File: src/rtl/ntp_pkg.sv
// Package for the numeric token parser: payload structs, phase and verdict
// codes, result kinds and the default fraction-digit limit.
// No dependencies.
package ntp_pkg;

    // Default limit on fraction digits; longer fractions are not a number
    localparam int DEF_MAX_FRAC_DIGITS = 11;

    // ASCII codes the scanner looks for
    localparam logic [7:0] CH_PLUS   = 8'h2B;
    localparam logic [7:0] CH_MINUS  = 8'h2D;
    localparam logic [7:0] CH_POINT  = 8'h2E;
    localparam logic [7:0] CH_HASH   = 8'h23;
    localparam logic [7:0] CH_E_LO   = 8'h65;
    localparam logic [7:0] CH_E_UP   = 8'h45;
    localparam logic [7:0] CH_ZERO   = 8'h30;
    localparam logic [7:0] CH_NINE   = 8'h39;
    localparam logic [7:0] CH_A_LO   = 8'h61;
    localparam logic [7:0] CH_Z_LO   = 8'h7A;
    localparam logic [7:0] CH_A_UP   = 8'h41;
    localparam logic [7:0] CH_Z_UP   = 8'h5A;

    // Digit value returned for a character that is no digit in any base
    localparam logic [5:0] NO_DIGIT  = 6'd36;
    localparam logic [5:0] RADIX_DEC = 6'd10;
    localparam logic [31:0] RADIX_MIN = 32'd2;
    localparam logic [31:0] RADIX_MAX = 32'd36;

    // Scanner position within the token
    typedef enum logic [3:0] {
        PH_START       = 4'd0,
        PH_SIGNED      = 4'd1,
        PH_POINT       = 4'd2,
        PH_INT         = 4'd3,
        PH_FRAC        = 4'd4,
        PH_RADIX_START = 4'd5,
        PH_RADIX       = 4'd6,
        PH_EXP_START   = 4'd7,
        PH_EXP_SIGNED  = 4'd8,
        PH_EXP         = 4'd9
    } t_phase;

    // Verdict fixed early by a bad or trailing character
    typedef enum logic [1:0] {
        VF_NONE = 2'd0,
        VF_NAN  = 2'd1,
        VF_INT  = 2'd2,
        VF_REAL = 2'd3
    } t_verdict;

    // Result kind
    typedef enum logic [1:0] {
        KIND_NAN  = 2'd0,
        KIND_INT  = 2'd1,
        KIND_REAL = 2'd2
    } t_kind;

    typedef struct packed {
        logic [7:0] character;
        logic       last;
    } t_tok_in;

    typedef struct packed {
        t_kind              kind;
        logic signed [31:0] int_value;
        logic signed [63:0] significand;
        logic signed [31:0] decimal_exponent;
    } t_tok_out;

endpackage

File: src/rtl/numeric_token_parser.sv
// Numeric token parser top level: input register, scanner state, result register.
// Depends on ntp_pkg.

// Takes one character per request and gives one verdict request per token, on
// the character flagged last. A character is registered on acceptance and
// scanned from the input register; the result of a token is loaded into the
// output register when its last character is scanned, raising o_out_valid.
// One character is taken every cycle unless a last character stalls; the scan
// stage holds the radix multiply-accumulate (32 x 6 bits), the 64-bit decimal
// shift-add and the sign handling of the result. Only a last character waits on
// a full output register; other characters keep flowing while a result is pending.
module numeric_token_parser #(
    parameter int MAX_FRAC_DIGITS = ntp_pkg::DEF_MAX_FRAC_DIGITS
) (
    input  logic              i_clk,
    input  logic              i_rst_n,
    input  logic              i_in_valid,
    output logic              o_in_ready,
    input  ntp_pkg::t_tok_in  i_in_data,
    output logic              o_out_valid,
    input  logic              i_out_ready,
    output ntp_pkg::t_tok_out o_out_data
);
    import ntp_pkg::*;

    localparam int FW = $clog2(MAX_FRAC_DIGITS + 1);

    // Input register
    logic    r_in_valid;
    t_tok_in r_in;

    // Scanner state and next values
    t_phase        r_phase, n_phase;
    t_verdict      r_verdict, n_verdict;
    logic          r_negative, n_negative;
    logic          r_exp_negative, n_exp_negative;
    logic [31:0]   r_int_accum, n_int_accum;
    logic [63:0]   r_sig_accum, n_sig_accum;
    logic [FW-1:0] r_frac_count, n_frac_count;
    logic [31:0]   r_exp_accum, n_exp_accum;
    logic [5:0]    r_radix, n_radix;

    // Output register
    logic     r_out_valid;
    t_tok_out r_out, n_out;

    logic       proc_en;
    logic [7:0] c;
    logic       is_dec;
    logic [3:0] dec_val;
    logic [5:0] dig_val;
    logic       is_exp_ch;
    logic [31:0] int_dec, exp_dec, int_rad;
    logic [63:0] sig_dec;
    t_verdict    final_v;

    // Scan stage advances unless a last character meets a stalled result
    assign proc_en    = r_in_valid && (!r_in.last || !r_out_valid || i_out_ready);
    assign o_in_ready = !r_in_valid || proc_en;

    // Character decode
    assign c         = r_in.character;
    assign is_dec    = (c >= CH_ZERO) && (c <= CH_NINE);
    assign dec_val   = 4'(c - CH_ZERO);
    assign is_exp_ch = (c == CH_E_LO) || (c == CH_E_UP);

    always_comb begin
        if (is_dec) begin
            dig_val = 6'(c - CH_ZERO);
        end else if ((c >= CH_A_LO) && (c <= CH_Z_LO)) begin
            dig_val = 6'(c - CH_A_LO) + 6'd10;
        end else if ((c >= CH_A_UP) && (c <= CH_Z_UP)) begin
            dig_val = 6'(c - CH_A_UP) + 6'd10;
        end else begin
            dig_val = NO_DIGIT;
        end
    end

    // Accumulator candidates: times ten by shift-add, times radix by multiply
    assign int_dec = (r_int_accum << 3) + (r_int_accum << 1) + {28'd0, dec_val};
    assign sig_dec = (r_sig_accum << 3) + (r_sig_accum << 1) + {60'd0, dec_val};
    assign exp_dec = (r_exp_accum << 3) + (r_exp_accum << 1) + {28'd0, dec_val};
    assign int_rad = 32'(r_int_accum * {26'd0, r_radix}) + {26'd0, dig_val};

    // Next state of the scanner
    always_comb begin
        n_phase        = r_phase;
        n_verdict      = r_verdict;
        n_negative     = r_negative;
        n_exp_negative = r_exp_negative;
        n_int_accum    = r_int_accum;
        n_sig_accum    = r_sig_accum;
        n_frac_count   = r_frac_count;
        n_exp_accum    = r_exp_accum;
        n_radix        = r_radix;
        if (r_verdict == VF_NONE) begin
            case (r_phase)
                PH_START, PH_SIGNED: begin
                    if ((r_phase == PH_START) && ((c == CH_PLUS) || (c == CH_MINUS))) begin
                        n_negative = (c == CH_MINUS);
                        n_phase    = PH_SIGNED;
                    end else if (c == CH_POINT) begin
                        n_phase = PH_POINT;
                    end else if (is_dec) begin
                        n_int_accum = int_dec;
                        n_sig_accum = sig_dec;
                        n_phase     = PH_INT;
                    end else begin
                        n_verdict = VF_NAN;
                    end
                end
                PH_POINT, PH_FRAC: begin
                    if (is_dec) begin
                        // fraction digit, limited by MAX_FRAC_DIGITS
                        if (r_frac_count >= FW'(MAX_FRAC_DIGITS)) begin
                            n_verdict = VF_NAN;
                        end else begin
                            n_sig_accum  = sig_dec;
                            n_frac_count = r_frac_count + 1'b1;
                            n_phase      = PH_FRAC;
                        end
                    end else if ((r_phase == PH_FRAC) && is_exp_ch) begin
                        n_phase = PH_EXP_START;
                    end else begin
                        n_verdict = VF_NAN;
                    end
                end
                PH_INT: begin
                    if (is_dec) begin
                        n_int_accum = int_dec;
                        n_sig_accum = sig_dec;
                    end else if (c == CH_POINT) begin
                        n_phase = PH_POINT;
                    end else if (c == CH_HASH) begin
                        if ((r_int_accum >= RADIX_MIN) && (r_int_accum <= RADIX_MAX)) begin
                            n_radix     = r_int_accum[5:0];
                            n_int_accum = '0;
                            n_phase     = PH_RADIX_START;
                        end else begin
                            n_verdict = VF_NAN;
                        end
                    end else if (is_exp_ch) begin
                        n_phase = PH_EXP_START;
                    end else begin
                        n_verdict = VF_NAN;
                    end
                end
                PH_RADIX_START, PH_RADIX: begin
                    // after one radix digit, trailing characters end the integer
                    if (dig_val < r_radix) begin
                        n_int_accum = int_rad;
                        n_phase     = PH_RADIX;
                    end else begin
                        n_verdict = (r_phase == PH_RADIX) ? VF_INT : VF_NAN;
                    end
                end
                PH_EXP_START: begin
                    if ((c == CH_PLUS) || (c == CH_MINUS)) begin
                        n_exp_negative = (c == CH_MINUS);
                        n_phase        = PH_EXP_SIGNED;
                    end else if (is_dec) begin
                        n_exp_accum = exp_dec;
                        n_phase     = PH_EXP;
                    end else begin
                        n_verdict = VF_NAN;
                    end
                end
                PH_EXP_SIGNED, PH_EXP: begin
                    // after one exponent digit, trailing characters end the real
                    if (is_dec) begin
                        n_exp_accum = exp_dec;
                        n_phase     = PH_EXP;
                    end else begin
                        n_verdict = (r_phase == PH_EXP) ? VF_REAL : VF_NAN;
                    end
                end
                default: begin
                    n_verdict = VF_NAN;
                end
            endcase
        end
    end

    // Verdict and result fields for a token that ends here
    always_comb begin
        final_v = n_verdict;
        if (n_verdict == VF_NONE) begin
            if ((n_phase == PH_INT) || (n_phase == PH_RADIX)) begin
                final_v = VF_INT;
            end else if ((n_phase == PH_FRAC) || (n_phase == PH_EXP)) begin
                final_v = VF_REAL;
            end else begin
                final_v = VF_NAN;
            end
        end
        n_out = '{kind: KIND_NAN, int_value: '0, significand: '0, decimal_exponent: '0};
        case (final_v)
            VF_INT: begin
                n_out.kind      = KIND_INT;
                n_out.int_value = n_negative ? -n_int_accum : n_int_accum;
            end
            VF_REAL: begin
                n_out.kind             = KIND_REAL;
                n_out.significand      = n_negative ? -n_sig_accum : n_sig_accum;
                n_out.decimal_exponent = (n_exp_negative ? -n_exp_accum : n_exp_accum)
                                         - {{(32-FW){1'b0}}, n_frac_count};
            end
            default: begin
                n_out.kind = KIND_NAN;
            end
        endcase
    end

    // Input register
    always_ff @(posedge i_clk) begin
        if (!i_rst_n) begin
            r_in_valid <= 1'b0;
        end else if (o_in_ready) begin
            r_in_valid <= i_in_valid;
        end
        if (o_in_ready && i_in_valid) begin
            r_in <= i_in_data;
        end
    end

    // Scanner state; back to token start after each last character
    always_ff @(posedge i_clk) begin
        if (!i_rst_n || (proc_en && r_in.last)) begin
            r_phase        <= PH_START;
            r_verdict      <= VF_NONE;
            r_negative     <= 1'b0;
            r_exp_negative <= 1'b0;
            r_int_accum    <= '0;
            r_sig_accum    <= '0;
            r_frac_count   <= '0;
            r_exp_accum    <= '0;
            r_radix        <= RADIX_DEC;
        end else if (proc_en) begin
            r_phase        <= n_phase;
            r_verdict      <= n_verdict;
            r_negative     <= n_negative;
            r_exp_negative <= n_exp_negative;
            r_int_accum    <= n_int_accum;
            r_sig_accum    <= n_sig_accum;
            r_frac_count   <= n_frac_count;
            r_exp_accum    <= n_exp_accum;
            r_radix        <= n_radix;
        end
    end

    // Result register
    always_ff @(posedge i_clk) begin
        if (!i_rst_n) begin
            r_out_valid <= 1'b0;
        end else if (proc_en && r_in.last) begin
            r_out_valid <= 1'b1;
        end else if (i_out_ready) begin
            r_out_valid <= 1'b0;
        end
        if (proc_en && r_in.last) begin
            r_out <= n_out;
        end
    end

    assign o_out_valid = r_out_valid;
    assign o_out_data  = r_out;

    // A scanned last character always leaves a result waiting
    a_result_loaded: assert property (@(posedge i_clk) disable iff (!i_rst_n)
        (proc_en && r_in.last) |=> r_out_valid)
        else $error("last character scanned without a result");

    // Scanner returns to token start after a last character
    a_state_cleared: assert property (@(posedge i_clk) disable iff (!i_rst_n)
        (proc_en && r_in.last) |=> (r_phase == PH_START && r_verdict == VF_NONE
                                    && r_int_accum == '0 && r_sig_accum == '0))
        else $error("scanner state not cleared after token");

    // Fields of the other kind stay zero
    a_int_zero: assert property (@(posedge i_clk) disable iff (!i_rst_n)
        (r_out_valid && r_out.kind != KIND_INT) |-> (r_out.int_value == '0))
        else $error("int_value set on non-integer result");

    a_real_zero: assert property (@(posedge i_clk) disable iff (!i_rst_n)
        (r_out_valid && r_out.kind != KIND_REAL)
            |-> (r_out.significand == '0 && r_out.decimal_exponent == '0))
        else $error("real fields set on non-real result");

    // Fraction count never passes its limit
    a_frac_limit: assert property (@(posedge i_clk) disable iff (!i_rst_n)
        r_in_valid |-> (r_frac_count <= FW'(MAX_FRAC_DIGITS)))
        else $error("fraction count beyond limit");

endmodule

File: config.mk
export PLATFORM = sky130hd
export DESIGN_NAME = numeric_token_parser
export DESIGN_NICKNAME = d
export VERILOG_FILES = /design/src/rtl/ntp_pkg.sv /design/src/rtl/numeric_token_parser.sv
export SDC_FILE = /design/constraint.sdc
export NUM_CORES = 2
export LEC_CHECK = 0
export BUFFER_PORTS_ARGS = -buffer_cell sky130_fd_sc_hd__clkbuf_2
export CORE_UTILIZATION = 60
export CTS_CLUSTER_SIZE = 30
export DETAILED_ROUTE_END_ITERATION = 8
export MAX_ROUTING_LAYER = met4
export PLACE_DENSITY = 0.78
export SYNTH_ARGS = -nofsm -noshare
export SYNTH_HDL_FRONTEND = slang
export SYNTH_SLANG_ARGS = --single-unit
File: constraint.sdc
create_clock -name i_clk -period 17.9 [get_ports i_clk]
set_clock_uncertainty 0.15 [all_clocks]
set_input_delay 1.79 -clock i_clk [delete_from_list [all_inputs] [get_ports i_clk]]
set_output_delay 1.79 -clock i_clk [all_outputs]
set_load 0.02 [all_outputs]
==> results.txt <==
- Drc violations: 2
- Half-perimeter wire length after detailed placement: 71600 µm
- Final-layout setup total negative slack: 0 ps
- Entering global routing, the biggest net connects 101 pins.
* Worst Hold Depth: 2
* Buffering stage count on the worst path with inverters included: 2
* Leakage power summed over all cells: 14.8 nW
* CTS max path bufs: 3
- Clock tree from TritonCTS: done
* Combinational cell fraction of total power: between 20% and 30%
- Classification of the worst-slack hold path: register to register
- Count of pins over their slew limit: 0
- After technology mapping, the gate count stands at 3910.
* Leading cell types in the layout, fill and taps excluded: nor2_1 (453), ha_1 (324), nand2_1 (270), a21oi_1 (260), and2_1 (158)
- The layout has approximately 4600 filler cells.
- Yosys warnings: 0
* Starting DRT DRC Count: around 3000
- Leaving out fill and tap cells, the most frequent cell in the layout is nor2_1.
- Max-slew headroom at the worst pin: about a quarter
- The initialized floorplan defines between 80 and 90 standard-cell rows.
- At the later pin of the worst-skew pair, clock insertion delay measures about 570 ps.
- Counting flops and latches in the post-synthesis netlist gives between 200 and 300.
- Total track usage: a little over a third
* Clock root cell: clkbuf_16
* Number of gates resized after CTS: 0
* Type of destination of the critical path: register
- In this run the worst path has a maximum fanout of 22.
- Setup repair after global routing missed its margin: no
* Number of clock sinks: 287
- Async set or reset register ratio after synthesis: 0%
- Adder-cell share of the synthesized area: between 15 and 20%
- For this design the top-level I/O count stands at approximately 150.
* Post-DP Area: 33600 µm²
- After clock tree synthesis, the clock-pin slew on the worst setup and hold paths is about 60 ps.
* Max cap viols: 0
- Setup slack at placement: 9950 ps
* Via count of the first global-routing pass: roughly 28000
- Of the total synthesized cell area, the portion taken by AND, OR, NAND and NOR gates is between 20% and 30%.
* Count of inserted antenna diode cells: 0
- Smallest setup slack after layout: approximately 9700 ps
- Post-synth EDFFs: between 100 and 150
- For this run, the number of standard cells in the final layout without fillers is roughly 4600.
- Hold violation total from the final report: 0
- Cell depth of the worst flop-to-flop path: 25
- For this run, the leading register cell type out of synthesis is dfxtp_1.
* Cell family with most CP delay: simple AND/OR/NAND/NOR gates
- The mapped netlist covers between 30000 and 40000 µm².
- Gp weighted congestion: about 1
* Total CTS buffers: 36
* Post-route core utilization: 64.9%
- Run status: finished, violations left
- Floorplan die width: ~240 µm
- Setup violations remaining at the end of the flow were counted as 0.
- Dpl cells: approximately 4600
* Proportion of total power due to net switching: 35.2%
* Final ANT Viol Nets: 0
- H-tree levels: 2
- The number of nets handed over by synthesis was roughly 4400.
* Logic depth of the worst path, buffers included: 25
- The die covers between 50000 and 60000 µm².
- Category of the worst setup path launch point: register
- Total via count after detailed routing: roughly 30000
* Average wire length per cell after detail routing: approximately 21 µm
* Class of the most critical setup path: register to register
- Cell Pwr Density: between 60 and 70 nW/µm²
- After routing the design area is approximately 35000 µm².
- Total wire length: 96300 µm
- After detailed routing, the number of vias per cell comes to between 6 and 7.
- The worst path in the final design needs a cycle of between 8000 and 9000 ps, including I/O delays and setup.
* Initial core utilization: between 60 and 70%
- 1st-pass router iterations: 9
- Net Switching: ~0.00077 W
- Worst endpoint required time: approximately 18000 ps
- Tcrit/Tclk final: a little under half
- Based on the critical path, the design can be clocked at up to 121 MHz.
- Relative to the synthesized area, the layout overhead comes to 6.96%.
* Fraction of the yosys area taken by sequential cells: a little over a fifth
* Dominant combinational cell family by area after synthesis: compound AO/OA/AOI/OAI gates
* Count of different cell masters after synthesis: between 100 and 150
- Antenna violations before repair: 0
- Internal power comes to ~0.0014 W.
- The net count of the finished layout is around 4400.
- Compound-cell area share of the yosys netlist: about a quarter
* CTS hold repair buffers: 0
- Maximum ir drop on the vdd rail: between 0.00008 and 0.00009 V
- In this run the post-CTS setup repair buffer count came out at 0.
* Avg Synthesized Cell Area: around 8.3 µm²
- Slowest stage delay, CP: 810 ps
- The share of total power dissipated in the clock network is 36.4%.
- Area share of xor/xnor cells in the synthesized design: between 6 and 7%
- Summed over all layers, the global routing overflow is 0.
* Mux cell area share after synthesis: ~1.4%
- The first global-routing pass estimated 154000 µm of wire.
- Buffers placed on the I/O ports in this run total 144.
- Overall die height: around 240 µm
- On the critical path, the stage with the largest delay is an instance of a222oi_1.
- The share of total power dissipated in sequential elements is between 30% and 40%.
* Most common cell on crit path: ha_1
* Violated checks: design-rule violations
* Area of the placeable core: ~54000 µm²
- For the pin with the worst max-slew slack, the measured transition is ~1100 ps.
- Data arrival time at the worst-slack endpoint: 8370 ps
* Fraction of final layout cells with drive strength greater than 1: 9.24%
-- area by class of cell --
class	count	area (µm²)	share of cell area, %
clock buffer	42	987	2.83
clock inverter	24	280	0.804
inverter	131	492	1.41
multi-input combinational	3268	24100	69.2
sequential	287	7140	20.5
tap	696	871	2.50
timing repair buffer	177	968	2.78
-- flip-flops by register name, indices dropped and copies added, names as in the netlist --
signal / count
o_out_data: 130
r_phase: 4
r_in: 1
r_frac_count: 4
r_exp_negative: 1
r_verdict: 2
c: 8
r_int_accum: 32
o_out_valid: 1
r_radix: 6
r_in_valid: 1
r_negative: 1
r_sig_accum: 64
r_exp_accum: 32
-- final timing paths --
check | startpoint | end | slack [ps]
min reg2reg | r_sig_accum[63]$_SDFFE_PP0P_ | r_sig_accum[63]$_SDFFE_PP0P_ | 310
max reg2reg | c[0]$_DFFE_PP_ | o_out_data[124]$_SDFFCE_PP0P_ | 9660
max | c[0]$_DFFE_PP_ | o_out_data[124]$_SDFFCE_PP0P_ | 9660
min | r_sig_accum[63]$_SDFFE_PP0P_ | r_sig_accum[63]$_SDFFE_PP0P_ | 310
-- power by group through the flow --
stage | sequential (W) | combinational (W) | clock [W]
final | 0.000758 | 0.000625 | 0.000793
after global routing | 0.000761 | 0.000685 | 0.000825
after CTS | 0.000757 | 0.000613 | 0.000804
after detailed placement | 0.000770 | 0.000609 | 0
after global placement | 0.000770 | 0.000601 | 0
after floorplan | 0.000764 | 0.000457 | 0
-- stage by stage --
stage                     hold WS (ps)  power (W)
after detailed placement           306    0.00138
final                              314    0.00218
after global routing               346    0.00227
after CTS                          314    0.00217
after global placement             291    0.00137
after floorplan                    282    0.00122
-- cells in the mapped netlist (all sizes together) (38+ instances only) --
library cell	count	area share (%)
and2	162	3.1
a21oi	268	4.2
edfxtp	139	13
nand3	87	1.4
and3	49	0.96
clkbuf	179	2.1
xnor2	133	3.6
nand4	47	0.90
nor2	455	5.3
a211oi	134	3.1
o21ai	171	2.7
o21a	38	0.88
ha	324	12
inv	130	1.5
a22oi	43	1.1
nor3	94	1.5
dfxtp	148	9.1
xor2	104	2.8
buf	45	0.76
fa	119	7.3
nand2	272	3.1
a21o	99	2.3
a31oi	55	1.2
-- cells by family (layout without fill, tap and decap cells) --
| logic type | count (synthesis) | after routing |
|---|---|---|
| DFF | 287 | 287 |
| and+or+nand+nor | 1396 | 1396 |
| xor gates and xnor gates | 237 | 237 |
| adders and majority gates | 443 | 443 |
| AOI/OAI and AO/OA | 1149 | 1149 |
| buffers and inverters | 355 | 374 |
| muxes | 43 | 43 |
-- per-layer routing --
metal / wire length (µm) / up-vias / GRT usage, %
met5: 0 / - / -
met4: 2930 / 0 / 10.8
met3: 7030 / 173 / 4.63
met2: 43100 / 1208 / 53.5
met1: 43200 / 14500 / 48.5
li1: - / 14400 / -
-- worst register-to-register path, stage by stage (launching register included) --
cell and delay, ps:
edfxtp_1 690, inv_1 340, ha_1 310, nor4b_1 150, or4b_1 610, nand3_1 230, nand2b_1 80, a21oi_1 140
a31oi_1 90, ha_1 230, a21o_1 170, a21o_1 180, a21oi_1 250, nand2b_1 110, o211ai_2 380, nand3_1 810
a222oi_1 820, ha_1 270, inv_1 50, a221oi_1 350, o2111ai_1 270, nor3_2 490, and4_1 390, a31oi_1 130
xnor2_1 200, nor2_1 80
Power figures use the tool's default switching activity.
